File: config.mk
export PLATFORM = sky130hd
export DESIGN_NAME = vcd_raster
export DESIGN_NICKNAME = d
export VERILOG_FILES = /design/src/design/vcd_pkg.sv /design/src/design/vcd_raster.sv
export SDC_FILE = /design/constraint.sdc
export NUM_CORES = 1
export LEC_CHECK = 0
export BUFFER_PORTS_ARGS = -buffer_cell sky130_fd_sc_hd__buf_2
export CAP_MARGIN = 20
export CORE_MARGIN = 3
export CORE_UTILIZATION = 45
export DETAILED_ROUTE_END_ITERATION = 12
export PLACE_DENSITY = 0.67
export SETUP_SLACK_MARGIN = 0.02
export SLEW_MARGIN = 0
export SYNTH_ARGS = -nofsm -noshare
export SYNTH_HDL_FRONTEND = slang
export SYNTH_SLANG_ARGS = --single-unit
File: constraint.sdc
create_clock -name clock -period 4.38 [get_ports clock]
set_clock_uncertainty 0.1 [all_clocks]
set_input_delay 0.438 -clock clock [delete_from_list [all_inputs] [get_ports clock]]
set_output_delay 0.438 -clock clock [all_outputs]
set_load 0.005 [all_outputs]
File: src/design/vcd_pkg.sv
// Package for the vertical comb detector: sizes, register indexes, the
// raster position struct and the five-tap comb metric function. No dependencies.
package vcd_pkg;

   localparam int MAX_WIDTH   = 2048;
   localparam int LINES_KEPT  = 4;
   localparam int PIX_BITS    = 8;
   localparam int COL_BITS    = $clog2(MAX_WIDTH);
   localparam int ROW_BITS    = 12;
   localparam int WORD_BITS   = LINES_KEPT * PIX_BITS;
   localparam int WIDTH_BITS  = 12;
   localparam int HEIGHT_BITS = 13;
   localparam int HEIGHT_LIMIT = 4096;
   localparam int CSR_IDX_BITS  = 4;
   localparam int CSR_DATA_BITS = 13;

   localparam logic [CSR_IDX_BITS-1:0] CSR_FRAME_WIDTH  = CSR_IDX_BITS'(0);
   localparam logic [CSR_IDX_BITS-1:0] CSR_FRAME_HEIGHT = CSR_IDX_BITS'(1);

   localparam logic [WIDTH_BITS-1:0]  WIDTH_RESET  = WIDTH_BITS'(1920);
   localparam logic [HEIGHT_BITS-1:0] HEIGHT_RESET = HEIGHT_BITS'(1080);

   localparam logic [ROW_BITS-1:0] FIRST_INTERIOR_ROW = ROW_BITS'(4);

   typedef struct packed {
      logic [COL_BITS-1:0] col;
      logic                interior;
      logic                row_end;
      logic                frame_end;
   } raster_type;

   // |a + 4c + e - 3(b + d)| >> 2, clamped to 255
   function automatic logic [PIX_BITS-1:0] comb_metric(
      input logic [PIX_BITS-1:0] a,
      input logic [PIX_BITS-1:0] b,
      input logic [PIX_BITS-1:0] c,
      input logic [PIX_BITS-1:0] d,
      input logic [PIX_BITS-1:0] e
   );
      logic [10:0] pos_sum;
      logic [8:0]  bd_sum;
      logic [10:0] neg_sum;
      logic [10:0] diff;
      logic [8:0]  quarter;
      pos_sum = {3'b000, a} + {1'b0, c, 2'b00} + {3'b000, e};
      bd_sum  = {1'b0, b} + {1'b0, d};
      neg_sum = {2'b00, bd_sum} + {1'b0, bd_sum, 1'b0};
      diff    = (pos_sum >= neg_sum) ? (pos_sum - neg_sum) : (neg_sum - pos_sum);
      quarter = diff[10:2];
      return quarter[8] ? {PIX_BITS{1'b1}} : quarter[PIX_BITS-1:0];
   endfunction

endpackage

File: src/design/vcd_raster.sv
// Column and row counters of the comb detector; gives the position and
// row/frame flags of the next request. Depends on vcd_pkg.
module vcd_raster (
   input  logic                            clock,
   input  logic                            reset,
   input  logic                            advance,
   input  logic [vcd_pkg::WIDTH_BITS-1:0]  cfg_width,
   input  logic [vcd_pkg::HEIGHT_BITS-1:0] cfg_height,
   output vcd_pkg::raster_type             pos
);
   import vcd_pkg::*;

   logic [COL_BITS-1:0] col_ff, col_in;
   logic [ROW_BITS-1:0] row_ff, row_in;
   logic [COL_BITS-1:0] last_col;
   logic [ROW_BITS-1:0] last_row;

   // out-of-range sizes clamp to 1 .. limit
   always_comb begin
      priority if (cfg_width == '0) begin
         last_col = '0;
      end else if (32'(cfg_width) > MAX_WIDTH) begin
         last_col = COL_BITS'(MAX_WIDTH - 1);
      end else begin
         last_col = COL_BITS'(32'(cfg_width) - 1);
      end
      priority if (cfg_height == '0) begin
         last_row = '0;
      end else if (32'(cfg_height) > HEIGHT_LIMIT) begin
         last_row = ROW_BITS'(HEIGHT_LIMIT - 1);
      end else begin
         last_row = ROW_BITS'(32'(cfg_height) - 1);
      end
   end

   always_comb begin
      pos.col       = col_ff;
      pos.interior  = row_ff >= FIRST_INTERIOR_ROW;
      pos.row_end   = col_ff >= last_col;
      pos.frame_end = pos.row_end && (row_ff >= last_row);
      col_in = col_ff;
      row_in = row_ff;
      if (advance) begin
         if (pos.row_end) begin
            col_in = '0;
            row_in = pos.frame_end ? '0 : row_ff + ROW_BITS'(1);
         end else begin
            col_in = col_ff + COL_BITS'(1);
         end
      end
   end

   always_ff @(posedge clock) begin
      if (reset) begin
         col_ff <= '0;
         row_ff <= '0;
      end else begin
         col_ff <= col_in;
         row_ff <= row_in;
      end
   end

endmodule

==> results of run 1 <==
[power by group]
group	total, mW	switching, mW	internal (mW)	leakage (nW)
combinational	0.0857	0.0470	0.0387	1.06
sequential	0.214	0.00370	0.210	0.186
clock	0.136	0.0716	0.0644	0.0217
[state kept, by name (all words and copies together) (netlist names)]
signal  cells
col_ff     11
row_ff     12
[through the flow]
stage / instance area (sq um) / utilization, %
after floorplan: 2210 / -
after global placement: 2510 / 55.4
after detailed placement: 2510 / 55.4
after CTS: 2560 / 56.5
after global routing: 2560 / 56.5
final: 2560 / 56.5
[per-layer routing]
metal	GRT usage, %	up-vias	wire length (um)
met5	0	-	0
met4	1.09	0	8
met3	3.78	2	231
met2	27.8	47	2210
met1	24.8	970	2720
li1	-	1128	-
[worst max-delay path, delay by kind of cell]
family | cells | cell delay [ps]
adders and majority gates | 1 | 260
and+or+nand+nor | 4 | 1440
AOI/OAI and AO/OA | 6 | 1220
buffers and inverters | 2 | 250
[layout make-up]
class	instances	share of cell area [%]
Sequential cell	23	18.0
Clock inverter	1	0.293
Tap cell	65	3.18
Inverter	12	1.76
Timing Repair Buffer	44	9.38
Multi-Input combinational cell	242	65.8
Clock buffer	3	1.61
[worst max path at each step]
stage,from,endpoint,depth (start not counted),slack [ps]
floorplan,cfg_width[2],pos[1],12,440
global placement,cfg_height[2],row_ff[5],13,270
detailed placement,cfg_height[2],row_ff[5],13,240
CTS,cfg_width[2],pos[0],13,250
global route,cfg_width[2],pos[0],13,80
finish,cfg_width[2],pos[0],13,240
[placed cells by master, fill, tap and decap left out, drive strengths merged, types with 7 or more instances in the layout]
cell   netlist  routed
inv         12      12
nand3       12      12
dfxtp       23      23
a21oi       24      24
nand2       19      19
nand4        7       7
o21ai       14      14
nor2        27      27
buf          0      44
ha          28      28
and3        12      12
xor2        14      14
xnor2        8       8
a21o        13      13
[cell families after synthesis]
| logic type | count (synthesis) |
|---|---|
| DFF | 23 |
| buffers and inverters | 17 |
| muxes | 3 |
| adders and majority gates | 31 |
| AOI/OAI and AO/OA | 73 |
| and+or+nand+nor | 113 |
| xor gates and xnor gates | 22 |
==> summary.txt, run 1 <==
Outcome
  • Status: finished, final reports clean

Clock tree
  • Sink Count: 23
  • Clk Latency, worst-skew pair: approximately 270 ps
  • CTS Hold Buffers Added: 0
  • CTS max path bufs: 2
  • CTS tree: yes
  • Clock-pin slew on the worst setup and hold paths: 80 ps
  • # Post-CTS Setup Buffers: 0
  • Post_cts resized: 0
  • Cts bufs inserted: 3
  • Root Buffer: clkbuf_8
  • H-tree levels: 1

STA
  • Hold violation count in the final report: 0
  • # setup viols final: 0
  • Crit share post-route: between 90% and 100%
  • Setup TNS Final: 0 ps
  • Max Clock Freq: 0.242 GHz
  • Relative slew slack: 68.3%
  • Worst Slack Setup Final: 241 ps
  • Unrepaired setup endpoints after global routing: no
  • Minimum hold slack: 346 ps
  • Crit path time final: slightly above 4000 ps
  • Slew @ Worst Pin: between 400 and 500 ps
  • Final Max Tran Viols: 0

Setup path
  • Reg2reg start: row_ff[9]
  • Type of the worst setup path: in -> out
  • Startpoint Class: input pin
  • Largest stage delay, worst path: approximately 400 ps
  • Worst path cell trace: buf_2 -> or3_1 -> or3b_4 -> or3_4 -> or2_4 -> a21oi_1 -> ha_1 -> a21o_1 -> a221o_1 -> a41oi_1 -> o21ba_2 -> a21oi_1 -> buf_2
  • CP Data Required Time: 3840 ps
  • Slowest stage cell, crit path: or3b_4
  • Worst R2R End: row_ff[5]
  • Arr. time, crit path: 3600 ps
  • Reg2reg path depth: 7
  • R2R Setup Slk: 1750 ps
  • Worst Setup End Kind: output port
  • Worst Path Max Fanout: 5

Logic synthesis
  • Top post-synthesis cells by area: dfxtp_1 (21%), ha_1 (16%), xor2_1 (5.5%)
  • Seq/Total Area, Yosys: between 20% and 30%
  • Synth cell types: 50
  • Syn_nets: about 340
  • Synth async-reset ratio: 0%
  • Synth Instances: 282
  • Seq cells post-synth: 23
  • Post-synth top area share: between 20% and 30%
  • Main synth FF type: dfxtp_1
  • Synth Area in Compound Gates: 21.0%
  • Adder-cell share of the synthesized area: 17.2%
  • Post-synthesis mux area share: 1.42%
  • Synth area leader: dfxtp_1
  • Most common cell in the netlist: ha_1
  • Simple-Gate Fraction of Synth Area: between 20% and 30%
  • Syn Area/Cell: 7.84 sq um
  • Post-Synth XOR/XNOR Area: 8.72%
  • Warnings from Yosys: 0
  • Synth cell count leaders: ha_1 (28), nor2_1 (25), a21oi_1 (24)
  • EDFF count, synth: 0
  • Cell area after synthesis: 2210 sq um
  • Largest family of logic cells by synthesized area: simple AND/OR/NAND/NOR gates

Floorplan
  • Die area: 5790 sq um
  • Core ar.: 4530 sq um
  • Die W: 76.1 um
  • Initial core utilization: 48.7%
  • Row count: 24
  • I/O pins: 42
  • Die Y: around 76 um

Cells and area
  • Layout cell share with drive strength beyond 1: 17.8%
  • Area taken by multi-input logic gates: 1690 sq um
  • Filler cell count: 445
  • Storage cell area: ~460 sq um
  • Antenna Cells: 0
  • Fin nets: 382
  • Area grow syn2layout: 15.9%
  • Non-Filler Instances: 390

Detailed routing
  • Via count: around 2100
  • Detail Route Antenna Nets: 0
  • 1st-iter DRT viols: 60
  • Vias per inst: 5.51
  • DRC Markers: 0
  • DR pass1 iterations: 4
  • Drt wl/cell: 13.2 um
  • Routed WL: 5160 um

Pwr
  • LEAKAGE: 1.26 nW
  • Peak VDD IR: 0.000147 V
  • Pwr dens: 170 nW/um^2
  • Pwr Total: 436 uW

Place
  • DP Worst Slack: 236 ps
  • Placed cells: 386
  • Final GP Congestion: 0.847
  • DPL Wire Length: 4140 um
  • Port buffer count: 41

Global route
  • Initial antenna violation count: 0
  • Total GRT Usage: 17.3%
  • Largest net degree at the start of global routing: 18
  • First-pass GRT wire length: 8690 um
  • Gr ovfl total: 0
  • Number of global-route vias before repair: 1940

Min path
  • Worst Hold Class: in -> reg
  • Hold Path Cell Cnt: 2
  • Hold endpoint: col_ff[0]
  • Hold_sp: reset

Job
  • Max-cap viol count: 0
Note: power is estimated with default switching activity, not from simulation.
==> run 2, diff against run 1 <==
- CAP_MARGIN: 20 -> not set
- CORE_UTILIZATION: 45 -> 56
- PLACE_DENSITY: 0.67 -> 0.81
==> run 2 against run 1 <==
Net effect: power about the same; clock power about the same; sequential power about the same; fmax decreased by 0.14%; design area decreased by 0.59%; combinational power increased by 0.9%; via count increased by 3.0%; critical path depth unchanged; critical path type unchanged; largest cell class unchanged; largest power group unchanged; highest routed layer unchanged.
==> summary.txt, run 2 (synthesis gave the netlist of run 1 again) <==
Outcome
  • Status: finished, final reports clean

Detailed routing
  • Drt wl/cell: 13.7 um
  • Detail Route Antenna Nets: 0
  • 1st-iter DRT viols: 97
  • Via count: 2211
  • DRC Markers: 0
  • Routed WL: 5120 um
  • Vias per inst: 5.91
  • DR pass1 iterations: 4

Setup path
  • Reg2reg path depth: 7
  • Type of the worst setup path: in -> out
  • Reg2reg start: row_ff[9]
  • Largest stage delay, worst path: 410 ps
  • Crit path buf inv count: 2
  • Crit path from: cfg_width[2]
  • CP Data Required Time: 3840 ps
  • Slowest stage cell, crit path: or3b_4
  • Arr. time, crit path: ~3600 ps
  • Startpoint Class: input pin
  • CP delay by family, top: simple AND/OR/NAND/NOR gates
  • WP depth: 13
  • Worst Setup End Kind: output port
  • Worst path cell trace: buf_2 -> or3_1 -> or3b_4 -> or3_4 -> or2_4 -> a21oi_1 -> ha_1 -> a21o_1 -> a221o_1 -> a41oi_2 -> o21ba_4 -> a21oi_1 -> buf_2
  • Worst R2R End: row_ff[9]
  • Worst Path Max Fanout: 8
  • R2R Setup Slk: 1910 ps

Cells and area
  • Most common cell after layout, fill and taps aside: buf_2
  • Area grow syn2layout: 15.2%
  • Antenna Cells: 0
  • Fin nets: 383
  • Most frequent cells in the layout: buf_2 (41), ha_1 (28), nor2_1 (25)
  • Filler cell count: 354
  • Biggest register: row_ff
  • Largest register FFs: 12
  • Layout cell share with drive strength beyond 1: 18.4%
  • Non-Filler Instances: 374
  • Top flop regs: row_ff (12), col_ff (11)

STA
  • Worst Slack Setup Final: 235 ps
  • # setup viols final: 0
  • Setup TNS Final: 0 ps
  • Slew @ Worst Pin: 513 ps
  • Relative slew slack: 65.5%
  • Crit path time final: 4140 ps
  • Max Clock Freq: 0.241 GHz
  • Unrepaired setup endpoints after global routing: no
  • Crit share post-route: a little over nine tenths
  • Final Max Tran Viols: 0
  • Hold violation count in the final report: 0

Place
  • DP Worst Slack: 128 ps
  • Placed cells: 370
  • Final GP Congestion: 0.781
  • DPL Wire Length: 4110 um
  • Port buffer count: 41

Global route
  • Largest net degree at the start of global routing: 18
  • Initial antenna violation count: 0
  • First-pass GRT wire length: 8120 um
  • Total GRT Usage: 22.1%
  • Gr ovfl total: 0
  • Number of global-route vias before repair: 1898

Pwr
  • LEAKAGE: 1.27 nW
  • Peak VDD IR: 0.000187 V
  • Pwr dens: 171 nW/um^2

Floorplan
  • Initial core utilization: 59.0%
  • Die area: between 4000 and 5000 sq um
  • Core ar.: 3740 sq um
  • Row count: 22
  • Die Y: 68.8 um
  • I/O pins: 42
  • Die W: 68.8 um

Clock tree
  • Clk Latency, worst-skew pair: 270 ps
  • CTS tree: yes
  • Cts bufs inserted: 3
  • Sink Count: 23
  • CTS max path bufs: 2
  • Clock-pin slew on the worst setup and hold paths: 90 ps
  • CTS Hold Buffers Added: 0
  • Root Buffer: clkbuf_8
  • H-tree levels: 1

Job
  • Max-cap viol count: 0

Min path
  • Hold Path Cell Cnt: 2
  • Hold_sp: reset
  • Hold endpoint: col_ff[1]
  • Worst Hold Class: in -> reg
==> run 2: metrics by stage <==
step	util, %	hold WS, ps	power [mW]	cell area (sq um)
after floorplan	-	368	0.269	2210
after global placement	66.4	395	0.301	2490
after detailed placement	66.4	405	0.305	2490
after CTS	67.6	325	0.437	2530
after global routing	68.0	334	0.456	2550
final	68.0	323	0.435	2550
==> run 2: power breakdown <==
group	internal, mW	switching [mW]	leakage [nW]
logic	0.0385	0.0480	1.06
clock network	0.0636	0.0711	0.0255
registers	0.210	0.00373	0.186
total	0.313	0.123	1.27
==> run 2: worst max path at each step <==
stage | end | slack [ps]
6_report | pos[0] | 240
5_1_grt | pos[0] | 40
4_1_cts | pos[0] | 140
3_5_place_dp | pos[0] | 130
3_3_place_gp | pos[0] | 220
2_1_floorplan | pos[1] | 440
==> run 2: area by class of cell <==
cell class | instances | area, sq um | area share [%]
sequential | 23 | 460 | 18.1
inverter | 12 | 45.0 | 1.77
timing repair buffer | 45 | 235 | 9.24
clock inverter | 1 | 5.00 | 0.197
clock buffer | 3 | 41.3 | 1.62
multi-input combinational | 242 | 1700 | 66.7
tap | 48 | 60.1 | 2.36
==> run 2: repair_timing <==
item / CTS / global route
resized for setup: 0 / 2
setup endpoints to repair: 0 / 2
buffers inserted: 0 / 0
==> run 2: routing by layer <==
metal,part of all wire [%],up-vias,wire length [um],track usage (%)
met5,0,-,0,0
met4,0.86,0,44,4.14
met3,3.6,7,183,3.73
met2,51,44,2600,42.6
met1,45,1030,2300,25.3
li1,-,1130,-,-
